**src/rtl/aes_cbc_cipher_defines.svh**
```systemverilog
// Assertion macros shared by the AES-CBC RTL.
// Needs a clock named clk and an active-low reset named rst_n in scope.
`ifndef AES_CBC_CIPHER_DEFINES_SVH
`define AES_CBC_CIPHER_DEFINES_SVH

// Same-cycle implication.
`define AST_IMPL(label, ante, cons) \
  label: assert property (@(posedge clk) disable iff (!rst_n) (ante) |-> (cons)) \
    else $error("assertion failed");

// Next-cycle implication.
`define AST_NEXT(label, ante, cons) \
  label: assert property (@(posedge clk) disable iff (!rst_n) (ante) |=> (cons)) \
    else $error("assertion failed");

`endif

```
**src/rtl/aes_cbc_ram.sv**
```systemverilog
// Generic single-write, single-read RAM with registered read data.
// No dependencies.
module aes_cbc_ram #(
  parameter int WIDTH = 128,
  parameter int DEPTH = 15
) (
  input  logic                     clk,
  input  logic                     we,
  input  logic [$clog2(DEPTH)-1:0] waddr,
  input  logic [WIDTH-1:0]         wdata,
  input  logic [$clog2(DEPTH)-1:0] raddr,
  output logic [WIDTH-1:0]         rdata
);
  logic [WIDTH-1:0] mem [DEPTH];

  always_ff @(posedge clk) begin
    if (we) begin
      mem[waddr] <= wdata;
    end
    rdata <= mem[raddr];
  end
endmodule

```
**config.mk**
```make
export PLATFORM = sky130hd
export DESIGN_NAME = aes_cbc_ram
export DESIGN_NICKNAME = d
export VERILOG_FILES = /design/src/rtl/aes_cbc_cipher_defines.svh /design/src/rtl/aes_cbc_ram.sv
export SDC_FILE = /design/constraint.sdc
export NUM_CORES = 2
export LEC_CHECK = 0
export ABC_AREA = 1
export BUFFER_PORTS_ARGS = -buffer_cell sky130_fd_sc_hd__clkbuf_2
export CORE_MARGIN = 2
export CORE_UTILIZATION = 25
export DETAILED_ROUTE_END_ITERATION = 7
export PLACE_DENSITY = 0.44
export RECOVER_POWER = 50
export SETUP_SLACK_MARGIN = 0.05
export SYNTH_ARGS = -nofsm -noshare
export SYNTH_HDL_FRONTEND = slang
export SYNTH_SLANG_ARGS = --single-unit
```
**constraint.sdc**
```tcl
create_clock -name clk -period 6.2 [get_ports clk]
set_input_delay 0.31 -clock clk [delete_from_list [all_inputs] [get_ports clk]]
set_output_delay 0.31 -clock clk [all_outputs]
set_load 0.02 [all_outputs]
```
---- Word-level counts from Yosys, hierarchy flattened ----
Memories as Yosys holds them, arrays and structs flattened. A register that Yosys moved wholly into a read port is not among the register bits.
Cells that the tools add are included.
cells by class
  multiplexer cells ....................... 2
operator list
  operator           count
  1-bit two-way mux  2
storage, ports and cells
  memories kept ........................... 1
  RAM bits ................................ 1920
  output and inout port bits .............. 128
  input bits .............................. 138
  register bits after elaboration ......... 0
memory list
  name  words  bits a word  rd ports  clocked after memory_dff  wr ports  line               source
  mem   15     128          1         1                         1         aes_cbc_ram.sv:14  logic [WIDTH-1:0] mem [DEPTH];

---- Longest topological paths before layout ----
  depth in word-level cells ............... 2
  gate-level depth with buffers ........... 11
  gate-level depth less buffers ........... 8

---- Worst setup path after synthesis ----
No wires, ideal clock.
  path type ............................... input-to-reg
  start ................................... input waddr[2]
  end ..................................... memory mem[10][0], enable pin
  setup slack ............................. -0.261 ns
  arrival time ............................ 5.844 ns
  data required time ...................... 5.583 ns
  stages on the path ...................... 2
  setup time .............................. 0.617 ns
  path through ............................ nand3b_1 -> nor2_1
RTL lines
  item             line               source
  start, declared  aes_cbc_ram.sv:9   input logic [$clog2(DEPTH)-1:0] waddr,
  end, declared    aes_cbc_ram.sv:14
Straight into the memory's write port.

---- Worst setup path after layout ----
  start ................................... input waddr[2]
  end ..................................... memory mem[3][91], enable pin
Straight into the memory's write port.

==> metrics.txt <==
outcome=finished, violations left; failing checks=max-capacitance violations, max-slew violations; Critical Path Sink Type=flip-flop; GP Congestion=approximately 0.71; Netlist cell types=18; worst vdd ir=between 0.2 and 0.25 mV; initial antenna violation count=49; P per Cell Area=between 300 and 400 mW/mm2; I/O Buffers=~270; global-route wire length before repair=around 350 mm; Final #Nets=between 7000 and 8000; most common cell after layout, fill and taps aside=nand2_1; Lkg Pwr=35.56 nW; max_cap viols=9; Post-Synthesis Cells=roughly 7000; Slew Limit Fails=181; clock latency on the worst-skew pair=0.90 ns; yosys synthesis warning count=0; CTS tree=done; Synth Net Count=just over 7000; final worst slack=2.939 ns; Clk Tree Root Cell=clkbuf_16; register area share after synthesis=74.48%; starting density of the core=~25%; remaining antenna violation count=0; post-DP HPWL=between 100 and 150 mm; worst hold path class=in2reg; setup TNS=0 ns; TritonRoute pass-1 iters=6; Die Y=572.7 um; Mapped Area=0.08086 mm2; final wirelength=roughly 240 mm; # H-tree levels=4; Overall Global Routing Usage=approximately 14%; Crit Path Class=in2reg; number of vias per cell=about 4.3; Remaining DRCs=0; RSZ-0062 raised after global routing=false; flops & latches, synth=approximately 2000; IO Count=266; Die Width=between 500 and 600 um; Least-Margin Pin Slew=roughly 2.8 ns; CP max FO=29; hold path depth=5; Placed Cells=~11000; final clock skew=roughly 0.077 ns; # Post-CTS Setup Buffers=0; Flop pwr share=50.6%; Simple-Gate Fraction of Synth Area=21.44%; largest family of logic cells by synthesized area=simple AND/OR/NAND/NOR gates; Fmax=306.7 MHz; syn avg cell area=11.55 um2; Final Cycle Share=52.59%; worst hold slack=0.1604 ns; proportion of power drawn by combinational gates=6.3%; Psw=roughly 7.1 mW; vias in the first global route=between 50000 and 60000; worst path arrival time=approximately 3.7 ns; CP required=around 6.7 ns; final std cells w/o fill=~12000; Core Region=roughly 0.32 mm2; Clock Tree Buf Depth=4; die area=0.3280 mm2; fraction of layout cells with a size suffix above 1=under 10%; Clk pwr share=a little over two fifths; Final min period=3.261 ns; mux cell area share after synthesis=0%; final setup fails=0; clk sinks=2048; via count=roughly 51000; R2R cell count=5; Post-Synth Adder-Cell Area=0%; cell internal pwr=23.75 mW; area grow syn2layout=17.66%; Switching Share=23.06%; Rel. slew slack=-86.16%; DRT iter0 DRCs=~4100; Fin. Hold Viols=0; clock-pin slew on the worst setup and hold paths=~0.070 ns; Num CTS Buffers=229; row count=about 210; XOR/XNOR Fraction of Synth Area=0%; commonest cells after routing, fill and taps aside=nand2_1, edfxtp_1, nand3_1, inv_1, nor2_1; compound-cell area share of the yosys netlist=less than 1%; worst slack, placed=roughly 3 ns; largest net degree at the start of global routing=about 200; GR Overflow Total=0; DR WL/cell=approximately 20 um; Worst Setup Start Kind=primary input
-- logic make-up (layout without fill, tap and decap cells) --
logic type      Yosys count  count (layout)
flops                  2048            2048
simple gates           4211            4211
other cells               0              12
compound gates            7               7
buf+inv                 733            1224
-- what timing repair did --
item | 4_1_cts | 5_1_grt
gates resized for setup | 0 | 0
hold endpoints to repair | 1953 | 0
hold buffers | 130 | 0
-- final cells by class --
| cell class | instances | area, um2 |
|---|---|---|
| clock inverters | 87 | 890.9 |
| diodes | 12 | 30.03 |
| clock buffers | 332 | 6400 |
| inverters | 337 | 1304 |
| repair buffers | 468 | 3468 |
| well taps | 4305 | 5386 |
| multi-input cells | 4218 | 17440 |
| flip-flops and latches | 2048 | 60220 |
| fillers | 32783 | 226300 |
-- worst max-delay path: stages --
cell and delay [ns]:
clkbuf_1 0.11, nor2_1 0.10, nand2_1 0.21, nor2_4 0.13, clkbuf_1 1.96, buf_4 0.81
-- cells in the mapped netlist --
cell	n	area (um2)
buf_2	242	1211
o21ai_0	6	30.03
nor2_1	242	908.4
or2_2	20	125.1
buf_4	39	292.8
dfxtp_1	128	2562
inv_1	334	1254
edfxtp_1	1920	57660
nand3b_1	2	15.01
nand3_1	1176	5886
inv_2	2	7.510
buf_1	32	120.1
buf_6	7	78.83
inv_4	1	6.260
nand2_1	2771	10400
clkbuf_1	75	281.5
o21ai_1	1	5.000
buf_8	1	15.01
-- power by group through the flow --
stage | Clock (mW) | Sequential [mW] | Combinational [mW]
global route | 14.2 | 15.6 | 2.17
finish | 13.3 | 15.6 | 1.93
global placement | 0 | 15.9 | 1.89
CTS | 13.7 | 15.6 | 2.00
floorplan | 0 | 16.0 | 0.982
detailed placement | 0 | 15.9 | 1.90
-- stage by stage --
step,instance area (um2),power (mW),util (%)
2_1_floorplan,80860,16.97,-
3_3_place_gp,86740,17.79,26.99
3_5_place_dp,86740,17.80,26.99
4_1_cts,95330,31.33,29.66
5_1_grt,95110,32.02,29.59
6_report,95140,30.87,29.60
-- routing by layer --
layer  global-route usage (%)  vias up  routed length, um
met4                    3.359       28               5407
met5                        0        -                176
met2                    23.83     1161             114000
met1                    20.06    25499             112000
met3                    2.032      368              11290
li1                         -    24299                  -
-- path summary, 6_finish.rpt --
path                      to         from  slack, ns
setup / recovery  mem[3][91]     waddr[2]       2.94
hold / removal     rdata[30]     raddr[1]       0.16
setup reg to reg   rdata[15]   mem[4][15]       5.03
hold reg to reg    rdata[88]  mem[14][88]       0.59
-- sequential cells by signal, summed over array words and instances, names as in the netlist --
signal,cells
mem,1920
rdata,128
(Power assumes the default switching activity.)
